File: config.mk
export PLATFORM = sky130hd
export DESIGN_NAME = drive_wheel_mixer_top_flat
export DESIGN_NICKNAME = d
export VERILOG_FILES = /design/src/rtl/dwm_pkg.sv /design/src/rtl/dwm_if.sv /design/src/rtl/drive_wheel_mixer_top.sv /design/src/rtl/dwm_front.sv /design/src/rtl/dwm_queue.sv /design/src/rtl/dwm_back.sv /design/src/flat_wrapper.sv
export SDC_FILE = /design/constraint.sdc
export NUM_CORES = 2
export LEC_CHECK = 0
export ABC_AREA = 1
export BUFFER_PORTS_ARGS = -buffer_cell sky130_fd_sc_hd__buf_4
export CAP_MARGIN = 20
export CORE_MARGIN = 3
export CORE_UTILIZATION = 55
export DETAILED_ROUTE_END_ITERATION = 6
export PLACE_DENSITY = 0.78
export RECOVER_POWER = 100
export SYNTH_ARGS = -nofsm -noshare
export SYNTH_HDL_FRONTEND = slang
export SYNTH_HIERARCHICAL = 1
export SYNTH_SLANG_ARGS = --single-unit
File: constraint.sdc
create_clock -name clk -period 37.7 [get_ports clk]
set_input_delay 0 -clock clk [delete_from_list [all_inputs] [get_ports clk]]
set_output_delay 0 -clock clk [all_outputs]
set_load 0.02 [all_outputs]
File: src/rtl/dwm_pkg.sv
package dwm_pkg;

  // drive modes
  localparam logic [1:0] MODE_ARCADE2 = 2'd0;
  localparam logic [1:0] MODE_ARCADE4 = 2'd1;
  localparam logic [1:0] MODE_MECANUM = 2'd2;
  localparam logic [1:0] MODE_FIELD   = 2'd3;

  localparam int CMD_W       = 8;
  localparam int LANE_W      = 11;
  localparam int DRIVE_LIMIT = 127;
  localparam int QUEUE_DEPTH = 4;
  localparam int QPTR_W      = $clog2(QUEUE_DEPTH);

  // one mixed item waiting for normalization
  typedef struct packed {
    logic                   rear_used;
    logic [3:0][LANE_W-1:0] lanes;
  } mix_item_t;

  // quarter-wave sine, one entry per degree, unsigned Q1.15
  localparam logic [15:0] SINE_Q15 [0:90] = '{
    16'd0,     16'd572,   16'd1144,  16'd1715,  16'd2286,  16'd2856,  16'd3425,
    16'd3993,  16'd4560,  16'd5126,  16'd5690,  16'd6252,  16'd6813,  16'd7371,
    16'd7927,  16'd8481,  16'd9032,  16'd9580,  16'd10126, 16'd10668, 16'd11207,
    16'd11743, 16'd12275, 16'd12803, 16'd13328, 16'd13848, 16'd14365, 16'd14876,
    16'd15384, 16'd15886, 16'd16384, 16'd16877, 16'd17364, 16'd17847, 16'd18324,
    16'd18795, 16'd19261, 16'd19720, 16'd20174, 16'd20622, 16'd21063, 16'd21498,
    16'd21926, 16'd22348, 16'd22763, 16'd23170, 16'd23571, 16'd23965, 16'd24351,
    16'd24730, 16'd25102, 16'd25466, 16'd25822, 16'd26170, 16'd26510, 16'd26842,
    16'd27166, 16'd27482, 16'd27789, 16'd28088, 16'd28378, 16'd28660, 16'd28932,
    16'd29197, 16'd29452, 16'd29698, 16'd29935, 16'd30163, 16'd30382, 16'd30592,
    16'd30792, 16'd30983, 16'd31164, 16'd31336, 16'd31499, 16'd31651, 16'd31795,
    16'd31928, 16'd32052, 16'd32166, 16'd32270, 16'd32365, 16'd32449, 16'd32524,
    16'd32588, 16'd32643, 16'd32688, 16'd32723, 16'd32748, 16'd32763, 16'd32768
  };

  // table entry rescaled to fb fraction bits
  function automatic logic [16:0] sine_entry(input logic [6:0] idx, input int fb);
    logic [16:0] t;
    t = 17'(SINE_Q15[idx]);
    if (fb < 15) begin
      t = (t + (17'd1 << (14 - fb))) >> (15 - fb);
    end else if (fb > 15) begin
      t = t << (fb - 15);
    end
    return t;
  endfunction

endpackage

File: src/rtl/dwm_if.sv
interface dwm_in_if;
  logic              valid;
  logic              ready;
  logic signed [7:0] forward_cmd;
  logic signed [7:0] turn_cmd;
  logic signed [7:0] strafe_cmd;
  logic        [8:0] heading_deg;

  modport source (output valid, forward_cmd, turn_cmd, strafe_cmd, heading_deg,
                  input ready);
  modport sink (input valid, forward_cmd, turn_cmd, strafe_cmd, heading_deg,
                output ready);
endinterface

interface dwm_out_if;
  logic              valid;
  logic              ready;
  logic signed [7:0] left_front_drive;
  logic signed [7:0] left_rear_drive;
  logic signed [7:0] right_front_drive;
  logic signed [7:0] right_rear_drive;
  logic              rear_used;

  modport source (output valid, left_front_drive, left_rear_drive, right_front_drive,
                  right_rear_drive, rear_used, input ready);
  modport sink (input valid, left_front_drive, left_rear_drive, right_front_drive,
                right_rear_drive, rear_used, output ready);
endinterface

File: src/rtl/drive_wheel_mixer_top.sv
// four-wheel drive mixer with normalization
// in_ch carries forward, turn and strafe commands and a heading; out_ch carries
// the four wheel drives and rear_used. both use a valid/ready handshake.
// cfg_we/cfg_wdata write the 2-bit drive mode; write it only while no item
// is in flight.
// pipeline: an accepted item passes 4 front stages (trig lookup, products,
// rotated sums, mixing), one queue slot, then 10 back stages (max, dividend,
// 7 bit-steps of the normalizing divider, output register).
// throughput: one item per cycle while out_ch is not stalled, set by the
// pipelined divider which retires one quotient bit per stage for all four wheels.
// a stalled receiver holds the output register; the back stages freeze, the
// 4-entry queue fills and then the front stops taking items.
// reset clears all valid bits, empties the queue and sets the mode to
// arcade two motor.
module drive_wheel_mixer_top #(
  parameter int TRIG_FRACTION_BITS = 15
) (
  input  logic       clk,
  input  logic       rst_n,
  dwm_in_if.sink     in_ch,
  dwm_out_if.source  out_ch,
  input  logic       cfg_we,
  input  logic [1:0] cfg_wdata
);
  import dwm_pkg::*;

  logic      push_valid, push_ready;
  mix_item_t push_item;
  logic      pop_valid, pop_ready;
  mix_item_t pop_item;

  dwm_front #(
    .TRIG_FRACTION_BITS(TRIG_FRACTION_BITS)
  ) u_front (
    .clk        (clk),
    .rst_n      (rst_n),
    .cfg_we     (cfg_we),
    .cfg_wdata  (cfg_wdata),
    .in_ch      (in_ch),
    .push_valid (push_valid),
    .push_ready (push_ready),
    .push_item  (push_item)
  );

  dwm_queue u_queue (
    .clk        (clk),
    .rst_n      (rst_n),
    .push_valid (push_valid),
    .push_ready (push_ready),
    .push_item  (push_item),
    .pop_valid  (pop_valid),
    .pop_ready  (pop_ready),
    .pop_item   (pop_item)
  );

  dwm_back u_back (
    .clk       (clk),
    .rst_n     (rst_n),
    .pop_valid (pop_valid),
    .pop_ready (pop_ready),
    .pop_item  (pop_item),
    .out_ch    (out_ch)
  );

endmodule

File: src/rtl/dwm_front.sv
module dwm_front #(
  parameter int TRIG_FRACTION_BITS = 15
) (
  input  logic              clk,
  input  logic              rst_n,
  input  logic              cfg_we,
  input  logic [1:0]        cfg_wdata,
  dwm_in_if.sink            in_ch,
  output logic              push_valid,
  input  logic              push_ready,
  output dwm_pkg::mix_item_t push_item
);
  import dwm_pkg::*;

  localparam int TW = TRIG_FRACTION_BITS + 2;
  localparam int PW = TW + CMD_W;
  localparam int SW = PW + 1;

  logic [1:0] mode_r;

  logic en;

  // stage 0: captured commands and trig values
  logic                 v0_r;
  logic signed [7:0]    f0_r, t0_r, s0_r;
  logic [1:0]           m0_r;
  logic signed [TW-1:0] sn0_r, cs0_r;
  // stage 1: products
  logic                 v1_r;
  logic signed [7:0]    f1_r, t1_r, s1_r;
  logic [1:0]           m1_r;
  logic signed [PW-1:0] p_fc_r, p_ss_r, p_fs_r, p_sc_r;
  // stage 2: rotated sums
  logic                 v2_r;
  logic signed [7:0]    f2_r, t2_r, s2_r;
  logic [1:0]           m2_r;
  logic signed [SW-1:0] rf_r, rs_r;
  // stage 3: mixed lanes
  logic                 v3_r;
  mix_item_t            item3_r;

  logic [8:0]           head_a, head_c, head_c_raw;
  logic [7:0]           fold_s, fold_c;
  logic [TW-1:0]        mag_s, mag_c;
  logic signed [TW-1:0] sn_nxt, cs_nxt;

  logic signed [SW-1:0]     rf_adj, rs_adj;
  logic signed [LANE_W-1:0] rot_f, rot_s, fe, te, se;
  mix_item_t                item3_nxt;

  // returns {negative, quarter-wave index}
  function automatic logic [7:0] fold_deg(input logic [8:0] a);
    logic [8:0] d;
    logic       neg;
    neg = 1'b0;
    if (a <= 9'd90) begin
      d = a;
    end else if (a <= 9'd180) begin
      d = 9'd180 - a;
    end else if (a <= 9'd270) begin
      d = a - 9'd180;
      neg = 1'b1;
    end else begin
      d = 9'd360 - a;
      neg = 1'b1;
    end
    return {neg, d[6:0]};
  endfunction

  assign en          = !v3_r || push_ready;
  assign in_ch.ready = en;
  assign push_valid  = v3_r;
  assign push_item   = item3_r;

  // heading reduction and sine/cosine lookup
  always_comb begin
    head_a     = (in_ch.heading_deg >= 9'd360) ? in_ch.heading_deg - 9'd360
                                               : in_ch.heading_deg;
    head_c_raw = head_a + 9'd90;
    head_c     = (head_c_raw >= 9'd360) ? head_c_raw - 9'd360 : head_c_raw;
    fold_s     = fold_deg(head_a);
    fold_c     = fold_deg(head_c);
    mag_s      = TW'(sine_entry(fold_s[6:0], TRIG_FRACTION_BITS));
    mag_c      = TW'(sine_entry(fold_c[6:0], TRIG_FRACTION_BITS));
    sn_nxt     = fold_s[7] ? -$signed(mag_s) : $signed(mag_s);
    cs_nxt     = fold_c[7] ? -$signed(mag_c) : $signed(mag_c);
  end

  // truncate rotated sums toward zero, then mix
  always_comb begin
    rf_adj = rf_r + ((rf_r < 0) ? SW'((1 << TRIG_FRACTION_BITS) - 1) : SW'(0));
    rs_adj = rs_r + ((rs_r < 0) ? SW'((1 << TRIG_FRACTION_BITS) - 1) : SW'(0));
    rot_f  = rf_adj[SW-1:TRIG_FRACTION_BITS];
    rot_s  = rs_adj[SW-1:TRIG_FRACTION_BITS];
    te     = LANE_W'(t2_r);
    fe     = (m2_r == MODE_FIELD) ? rot_f : LANE_W'(f2_r);
    se     = (m2_r == MODE_FIELD) ? rot_s : LANE_W'(s2_r);
    item3_nxt.rear_used = (m2_r != MODE_ARCADE2);
    if (m2_r == MODE_ARCADE2 || m2_r == MODE_ARCADE4) begin
      // rear lanes mirror the fronts so the shared max stays the same
      item3_nxt.lanes[0] = fe + te;
      item3_nxt.lanes[1] = fe + te;
      item3_nxt.lanes[2] = fe - te;
      item3_nxt.lanes[3] = fe - te;
    end else begin
      item3_nxt.lanes[0] = fe + te + se;
      item3_nxt.lanes[1] = fe + te - se;
      item3_nxt.lanes[2] = fe - te - se;
      item3_nxt.lanes[3] = fe - te + se;
    end
  end

  always_ff @(posedge clk) begin
    if (!rst_n) begin
      mode_r <= MODE_ARCADE2;
      v0_r   <= 1'b0;
      v1_r   <= 1'b0;
      v2_r   <= 1'b0;
      v3_r   <= 1'b0;
    end else begin
      if (cfg_we) begin
        mode_r <= cfg_wdata;
      end
      if (en) begin
        v0_r <= in_ch.valid;
        v1_r <= v0_r;
        v2_r <= v1_r;
        v3_r <= v2_r;
      end
    end
  end

  always_ff @(posedge clk) begin
    if (en) begin
      f0_r   <= in_ch.forward_cmd;
      t0_r   <= in_ch.turn_cmd;
      s0_r   <= in_ch.strafe_cmd;
      m0_r   <= mode_r;
      sn0_r  <= sn_nxt;
      cs0_r  <= cs_nxt;

      f1_r   <= f0_r;
      t1_r   <= t0_r;
      s1_r   <= s0_r;
      m1_r   <= m0_r;
      p_fc_r <= PW'(f0_r) * PW'(cs0_r);
      p_ss_r <= PW'(s0_r) * PW'(sn0_r);
      p_fs_r <= PW'(f0_r) * PW'(sn0_r);
      p_sc_r <= PW'(s0_r) * PW'(cs0_r);

      f2_r   <= f1_r;
      t2_r   <= t1_r;
      s2_r   <= s1_r;
      m2_r   <= m1_r;
      rf_r   <= SW'(p_fc_r) - SW'(p_ss_r);
      rs_r   <= SW'(p_fs_r) + SW'(p_sc_r);

      item3_r <= item3_nxt;
    end
  end

endmodule

File: src/rtl/dwm_queue.sv
module dwm_queue (
  input  logic               clk,
  input  logic               rst_n,
  input  logic               push_valid,
  output logic               push_ready,
  input  dwm_pkg::mix_item_t push_item,
  output logic               pop_valid,
  input  logic               pop_ready,
  output dwm_pkg::mix_item_t pop_item
);
  import dwm_pkg::*;

  mix_item_t         mem_r [QUEUE_DEPTH];
  logic [QPTR_W-1:0] wr_ptr_r, rd_ptr_r;
  logic [QPTR_W:0]   count_r;
  logic              do_push, do_pop;

  assign push_ready = (count_r != (QPTR_W+1)'(QUEUE_DEPTH));
  assign pop_valid  = (count_r != '0);
  assign pop_item   = mem_r[rd_ptr_r];
  assign do_push    = push_valid && push_ready;
  assign do_pop     = pop_valid && pop_ready;

  always_ff @(posedge clk) begin
    if (!rst_n) begin
      wr_ptr_r <= '0;
      rd_ptr_r <= '0;
      count_r  <= '0;
    end else begin
      if (do_push) begin
        wr_ptr_r <= wr_ptr_r + 1'b1;
      end
      if (do_pop) begin
        rd_ptr_r <= rd_ptr_r + 1'b1;
      end
      if (do_push && !do_pop) begin
        count_r <= count_r + 1'b1;
      end else if (do_pop && !do_push) begin
        count_r <= count_r - 1'b1;
      end
    end
  end

  always_ff @(posedge clk) begin
    if (do_push) begin
      mem_r[wr_ptr_r] <= push_item;
    end
  end

endmodule

File: src/rtl/dwm_back.sv
module dwm_back (
  input  logic               clk,
  input  logic               rst_n,
  input  logic               pop_valid,
  output logic               pop_ready,
  input  dwm_pkg::mix_item_t pop_item,
  dwm_out_if.source          out_ch
);
  import dwm_pkg::*;

  // stage 0 max, stage 1 dividend, stages 2..8 one quotient bit each
  localparam int LAST = 8;
  localparam int RW   = LANE_W + 7;

  logic en;

  logic              vld_r  [0:LAST];
  logic [LANE_W-1:0] mx_r   [0:LAST];
  logic              big_r  [0:LAST];
  logic              rear_r [0:LAST];
  logic [3:0]        neg_r  [0:LAST];
  logic [3:0][7:0]   orig_r [0:LAST];
  logic [LANE_W-1:0] abs0_r [4];
  logic [RW-1:0]     rem_r  [1:LAST][4];
  logic [6:0]        q_r    [1:LAST][4];

  logic [LANE_W-1:0] abs_nxt [4];
  logic [3:0]        neg_nxt;
  logic [LANE_W-1:0] m01, m23, mx_nxt;
  logic [RW-1:0]     rem_nxt [2:LAST][4];
  logic [6:0]        q_nxt   [2:LAST][4];
  logic [7:0]        drv_nxt [4];

  logic              out_valid_r;
  logic [7:0]        drv_r [4];
  logic              out_rear_r;

  assign en        = !out_valid_r || out_ch.ready;
  assign pop_ready = en;

  // magnitudes and their max
  always_comb begin
    for (int i = 0; i < 4; i++) begin
      neg_nxt[i] = pop_item.lanes[i][LANE_W-1];
      abs_nxt[i] = neg_nxt[i] ? -pop_item.lanes[i] : pop_item.lanes[i];
    end
    m01    = (abs_nxt[0] > abs_nxt[1]) ? abs_nxt[0] : abs_nxt[1];
    m23    = (abs_nxt[2] > abs_nxt[3]) ? abs_nxt[2] : abs_nxt[3];
    mx_nxt = (m01 > m23) ? m01 : m23;
  end

  // restoring division steps
  always_comb begin
    logic [RW-1:0] dsh;
    logic          ge;
    for (int s = 2; s <= LAST; s++) begin
      dsh = RW'(mx_r[s-1]) << (LAST - s);
      for (int i = 0; i < 4; i++) begin
        ge            = (rem_r[s-1][i] >= dsh);
        rem_nxt[s][i] = ge ? rem_r[s-1][i] - dsh : rem_r[s-1][i];
        q_nxt[s][i]   = {q_r[s-1][i][5:0], ge};
      end
    end
  end

  // sign, pass-through and rear blanking
  always_comb begin
    logic [7:0] qs;
    for (int i = 0; i < 4; i++) begin
      qs = {1'b0, q_r[LAST][i]};
      if (!big_r[LAST]) begin
        drv_nxt[i] = orig_r[LAST][i];
      end else begin
        drv_nxt[i] = neg_r[LAST][i] ? -qs : qs;
      end
      if (!rear_r[LAST] && (i == 1 || i == 3)) begin
        drv_nxt[i] = '0;
      end
    end
  end

  always_ff @(posedge clk) begin
    if (!rst_n) begin
      for (int s = 0; s <= LAST; s++) begin
        vld_r[s] <= 1'b0;
      end
      out_valid_r <= 1'b0;
    end else if (en) begin
      vld_r[0] <= pop_valid;
      for (int s = 1; s <= LAST; s++) begin
        vld_r[s] <= vld_r[s-1];
      end
      out_valid_r <= vld_r[LAST];
    end
  end

  always_ff @(posedge clk) begin
    if (en) begin
      mx_r[0]   <= mx_nxt;
      big_r[0]  <= (mx_nxt > LANE_W'(DRIVE_LIMIT));
      rear_r[0] <= pop_item.rear_used;
      neg_r[0]  <= neg_nxt;
      for (int i = 0; i < 4; i++) begin
        orig_r[0][i] <= pop_item.lanes[i][7:0];
        abs0_r[i]    <= abs_nxt[i];
        rem_r[1][i]  <= (RW'(abs0_r[i]) << 7) - RW'(abs0_r[i]);
        q_r[1][i]    <= '0;
      end
      for (int s = 1; s <= LAST; s++) begin
        mx_r[s]   <= mx_r[s-1];
        big_r[s]  <= big_r[s-1];
        rear_r[s] <= rear_r[s-1];
        neg_r[s]  <= neg_r[s-1];
        orig_r[s] <= orig_r[s-1];
      end
      for (int s = 2; s <= LAST; s++) begin
        for (int i = 0; i < 4; i++) begin
          rem_r[s][i] <= rem_nxt[s][i];
          q_r[s][i]   <= q_nxt[s][i];
        end
      end
      for (int i = 0; i < 4; i++) begin
        drv_r[i] <= drv_nxt[i];
      end
      out_rear_r <= rear_r[LAST];
    end
  end

  assign out_ch.valid             = out_valid_r;
  assign out_ch.left_front_drive  = drv_r[0];
  assign out_ch.left_rear_drive   = drv_r[1];
  assign out_ch.right_front_drive = drv_r[2];
  assign out_ch.right_rear_drive  = drv_r[3];
  assign out_ch.rear_used         = out_rear_r;

endmodule

File: src/flat_wrapper.sv
// flat-port wrapper written by rule: the top's interface ports become plain ports
module drive_wheel_mixer_top_flat import dwm_pkg::*;
#(
  parameter int TRIG_FRACTION_BITS = 15
)
  (clk, rst_n, cfg_we, cfg_wdata, in_ch_valid, in_ch_forward_cmd, in_ch_turn_cmd, in_ch_strafe_cmd, in_ch_heading_deg, in_ch_ready, out_ch_valid, out_ch_left_front_drive, out_ch_left_rear_drive, out_ch_right_front_drive, out_ch_right_rear_drive, out_ch_rear_used, out_ch_ready);
  dwm_in_if in_ch_i ();
  dwm_out_if out_ch_i ();
  input  logic clk;
  input  logic rst_n;
  input  logic cfg_we;
  input  logic [1:0] cfg_wdata;
  input wire logic [$bits(in_ch_i.valid)-1:0] in_ch_valid;
  input wire logic [$bits(in_ch_i.forward_cmd)-1:0] in_ch_forward_cmd;
  input wire logic [$bits(in_ch_i.turn_cmd)-1:0] in_ch_turn_cmd;
  input wire logic [$bits(in_ch_i.strafe_cmd)-1:0] in_ch_strafe_cmd;
  input wire logic [$bits(in_ch_i.heading_deg)-1:0] in_ch_heading_deg;
  output wire logic [$bits(in_ch_i.ready)-1:0] in_ch_ready;
  output wire logic [$bits(out_ch_i.valid)-1:0] out_ch_valid;
  output wire logic [$bits(out_ch_i.left_front_drive)-1:0] out_ch_left_front_drive;
  output wire logic [$bits(out_ch_i.left_rear_drive)-1:0] out_ch_left_rear_drive;
  output wire logic [$bits(out_ch_i.right_front_drive)-1:0] out_ch_right_front_drive;
  output wire logic [$bits(out_ch_i.right_rear_drive)-1:0] out_ch_right_rear_drive;
  output wire logic [$bits(out_ch_i.rear_used)-1:0] out_ch_rear_used;
  input wire logic [$bits(out_ch_i.ready)-1:0] out_ch_ready;
  assign in_ch_i.valid = in_ch_valid;
  assign in_ch_i.forward_cmd = in_ch_forward_cmd;
  assign in_ch_i.turn_cmd = in_ch_turn_cmd;
  assign in_ch_i.strafe_cmd = in_ch_strafe_cmd;
  assign in_ch_i.heading_deg = in_ch_heading_deg;
  assign in_ch_ready = in_ch_i.ready;
  assign out_ch_valid = out_ch_i.valid;
  assign out_ch_left_front_drive = out_ch_i.left_front_drive;
  assign out_ch_left_rear_drive = out_ch_i.left_rear_drive;
  assign out_ch_right_front_drive = out_ch_i.right_front_drive;
  assign out_ch_right_rear_drive = out_ch_i.right_rear_drive;
  assign out_ch_rear_used = out_ch_i.rear_used;
  assign out_ch_i.ready = out_ch_ready;
  drive_wheel_mixer_top #(.TRIG_FRACTION_BITS(TRIG_FRACTION_BITS)) u_core (.clk(clk), .rst_n(rst_n), .in_ch(in_ch_i), .out_ch(out_ch_i), .cfg_we(cfg_we), .cfg_wdata(cfg_wdata));
endmodule
==> results.py <==
metrics = {
    "cells_and_area": {
        "multi_input_area_um2": 46900,
        "areaGrowthSynthToFinish_pct": 8.41,
        "final_cell_mix": "nand2_1 (1930), inv_1 (1752), edfxtp_1 (1587)",
        "finalNetCount": 11751,
        "fin_cells": 13126,
        "fill_cells": 15182,
        "finalInstanceArea_um2": 112000,
        "ff_latch_area_um2": 48000,
        "final_common_cell": "nand2_1",
        "drive_gt1_frac": 0.0490,
    },
    "synth": {
        "syn_area_um2": 103000,
        "ys_warn_count": 6,
        "synth_top_area_frac": 0.462,
        "synth_edf_count": 1587,
        "synthDistinctLibCells": 81,
        "ys_top_cells_by_area": "edfxtp_1 (46%), fa_1 (9.1%), ha_1 (8.9%)",
        "synth_cells": 10395,
        "synth-seq-area-share": 0.466,
        "syn_nets": 11641,
        "synth_top_cell_by_area": "edfxtp_1",
        "async_flop_share": 0,
        "ys.flop_type": "edfxtp_1",
        "syn_avg_cell_area_um2": 9.91,
        "ys_ff_latch": 1603,
    },
    "detailed_routing": {
        "vias": 72614,
        "drtPass1Iterations": 7,
        "routedWlPerCell_um": 19.6,
        "dr.first_iter.drc_count": 5379,
        "antenna_left": 0,
        "drc": 3,
        "drt_wl_total_mm": 257,
        "post_drt_via_cell_ratio": 5.53,
    },
    "worst_setup_path": {
        "crit_type": "flop to flop",
        "path_cells": "nand2_1 > clkbuf_1 > clkbuf_1 > clkbuf_1 > clkbuf_1",
        "crit_top_cell": "clkbuf_1",
        "critical_path_peak_fanout": 175,
        "cp-start-kind": "flop",
        "critPathRequiredTime_ps": 38050,
        "reg2reg_slack_ps": 20930,
        "crit_arrival_ps": 17130,
        "crit_slowest_cell": "clkbuf_1",
        "slowest_delay_ps": 6500,
        "end_kind": "flop",
    },
    "timing": {
        "setup_violations": 0,
        "tightest_slew_ps": 9710,
        "min_period_over_period": 0.445,
        "tns_ps": 0,
        "max_freq_ghz": 0.0596,
        "max-slew-margin-rel": -5.47,
        "finClkSkew_ps": 42.0,
        "fin_crit_ps": 16770,
        "slew_violations": 2437,
        "rsz0062_at_grt": "no",
        "finalHoldViolCount": 0,
        "whs_ps": 82.9,
    },
    "global_route": {
        "track_usage": 0.266,
        "grt_overflow": 0,
        "grt_max_degree": 192,
        "grt_pass1_wl_mm": 400,
        "antenna_found_initial": 7,
        "grt_pass1_vias": 73309,
    },
    "place": {
        "dp_cells": 12752,
        "dp_hpwl_mm": 194,
        "gp_congestion": 0.963,
        "dpl-instance-area_um2": 106000,
        "place.port_buffers": 74,
    },
    "die": {
        "std_cell_rows": 158,
        "core-area_um2": 186000,
        "ios": 75,
        "die_w_um": 439,
        "die_area_um2": 193000,
        "die_h_um": 439,
        "start_util": 0.555,
    },
    "clock_network": {
        "cts_root_buf": "clkbuf_16",
        "cts_tree": "yes",
        "clkTransAtPathRegs_ps": 60,
        "cts_max_level": 4,
        "numCtsBuffers": 167,
        "hold_buffers": 62,
        "cts_buffer_depth": 3,
        "cts_resized": 0,
        "post_cts_buffers": 0,
        "clk_latency_ps": 810,
        "cts.sinks": 1603,
    },
    "status": {
        "outcome": "finished, violations left",
        "failed_checks": "design-rule violations, max-capacitance violations, max-slew violations",
    },
    "worst_hold_path": {
        "hp-class": "primary input to flop",
    },
    "job": {
        "maxCapViolCount": 41,
    },
}
## registers in the layout, indices dropped and copies added (netlist names), 9 cells and up, named ones only
name	cells
u_core/u_back/rem_r	504
u_core/u_back/orig_r	260
u_core/u_queue/mem_r	180
u_core/u_back/q_r	112
u_core/u_back/mx_r	88
u_core/u_front/push_item	43
u_core/u_back/abs0_r	40
u_core/u_back/neg_r	36
u_core/u_back/drv_r	32
u_core/u_front/rf_r	26
u_core/u_front/rs_r	26
u_core/u_front/p_fc_r	25
u_core/u_front/p_fs_r	25
u_core/u_front/p_sc_r	25
u_core/u_front/p_ss_r	25
u_core/u_front/cs0_r	17
u_core/u_front/sn0_r	17
u_core/u_back/big_r	9
u_core/u_back/rear_r	9
u_core/u_back/vld_r	9
## per-layer routing
layer,global-route usage,up-vias,part of all wire
li1,-,34742,-
met1,0.302,34700,0.37
met2,0.472,2420,0.50
met3,0.0348,744,0.052
met4,0.169,8,0.072
met5,0,-,0.00022
## kinds of logic after synthesis
logic type | share of synthesized area
buffers and inverters | 0.0777
XOR/XNOR | 0.0466
adder cells (fa/ha/maj) | 0.181
multiplexers | 0.000109
flip-flops | 0.466
AND/OR/NAND/NOR | 0.140
AO/OA/AOI/OAI | 0.0893
## per-stage QoR
stage               setup WS [ps]  utilization
finish                      20930        0.601
global route                19030        0.601
CTS                         31010        0.604
detailed placement          30870        0.570
global placement            30950        0.570
floorplan                    9120            -
## area by class of cell
cell class	count	share of cell area
Timing Repair Buffer	200	0.0118
Clock buffer	195	0.0389
Tap cell	2480	0.0278
Sequential cell	1603	0.429
Antenna cell	2	0.0000448
Clock inverter	113	0.0124
Inverter	1777	0.0598
Multi-Input combinational cell	6756	0.420
## cell usage after synthesis, types with 15 or more instances
cell type	n
a211oi_1	34
a21o_1	28
a21oi_1	592
a31oi_1	31
buf_2	68
buf_6	23
clkbuf_1	145
dfxtp_1	16
edfxtp_1	1587
fa_1	470
ha_1	736
inv_1	1747
inv_2	24
nand2_1	1910
nand2_2	63
nand2_4	15
nand3_1	347
nand3_2	17
nand3b_1	17
nand4_1	69
nor2_1	668
nor2_2	29
nor3_1	103
nor4_1	54
o211ai_1	39
o21a_1	22
o21ai_0	516
o21ai_1	108
o21ai_2	22
o21bai_1	38
o22ai_1	40
o31ai_1	44
or2_2	50
xnor2_1	181
xor2_1	366
## final timing paths
kind,startpoint,endpoint,cells past startpoint
worst max register to register,u_core/u_back/out_ch.valid,u_core/u_back/rem_r[0][548],5
worst min register to register,u_core/u_back/q_r[0][108],u_core/u_back/q_r[0][137],0
worst min-delay path,rst_n,u_core/u_queue/wr_ptr_r[1],4
worst max-delay path,u_core/u_back/out_ch.valid,u_core/u_back/rem_r[0][548],5
## worst max-delay path, delay by kind of cell (launching register included)
family | cells | cell delay, ps
flip-flops | 1 | 330
buffers and inverters | 4 | 14260
AND/OR/NAND/NOR | 1 | 1530
Power is left out: the tool's default activity adds up to more than one toggle a clock period on the data nets, which glitch-free logic cannot reach.
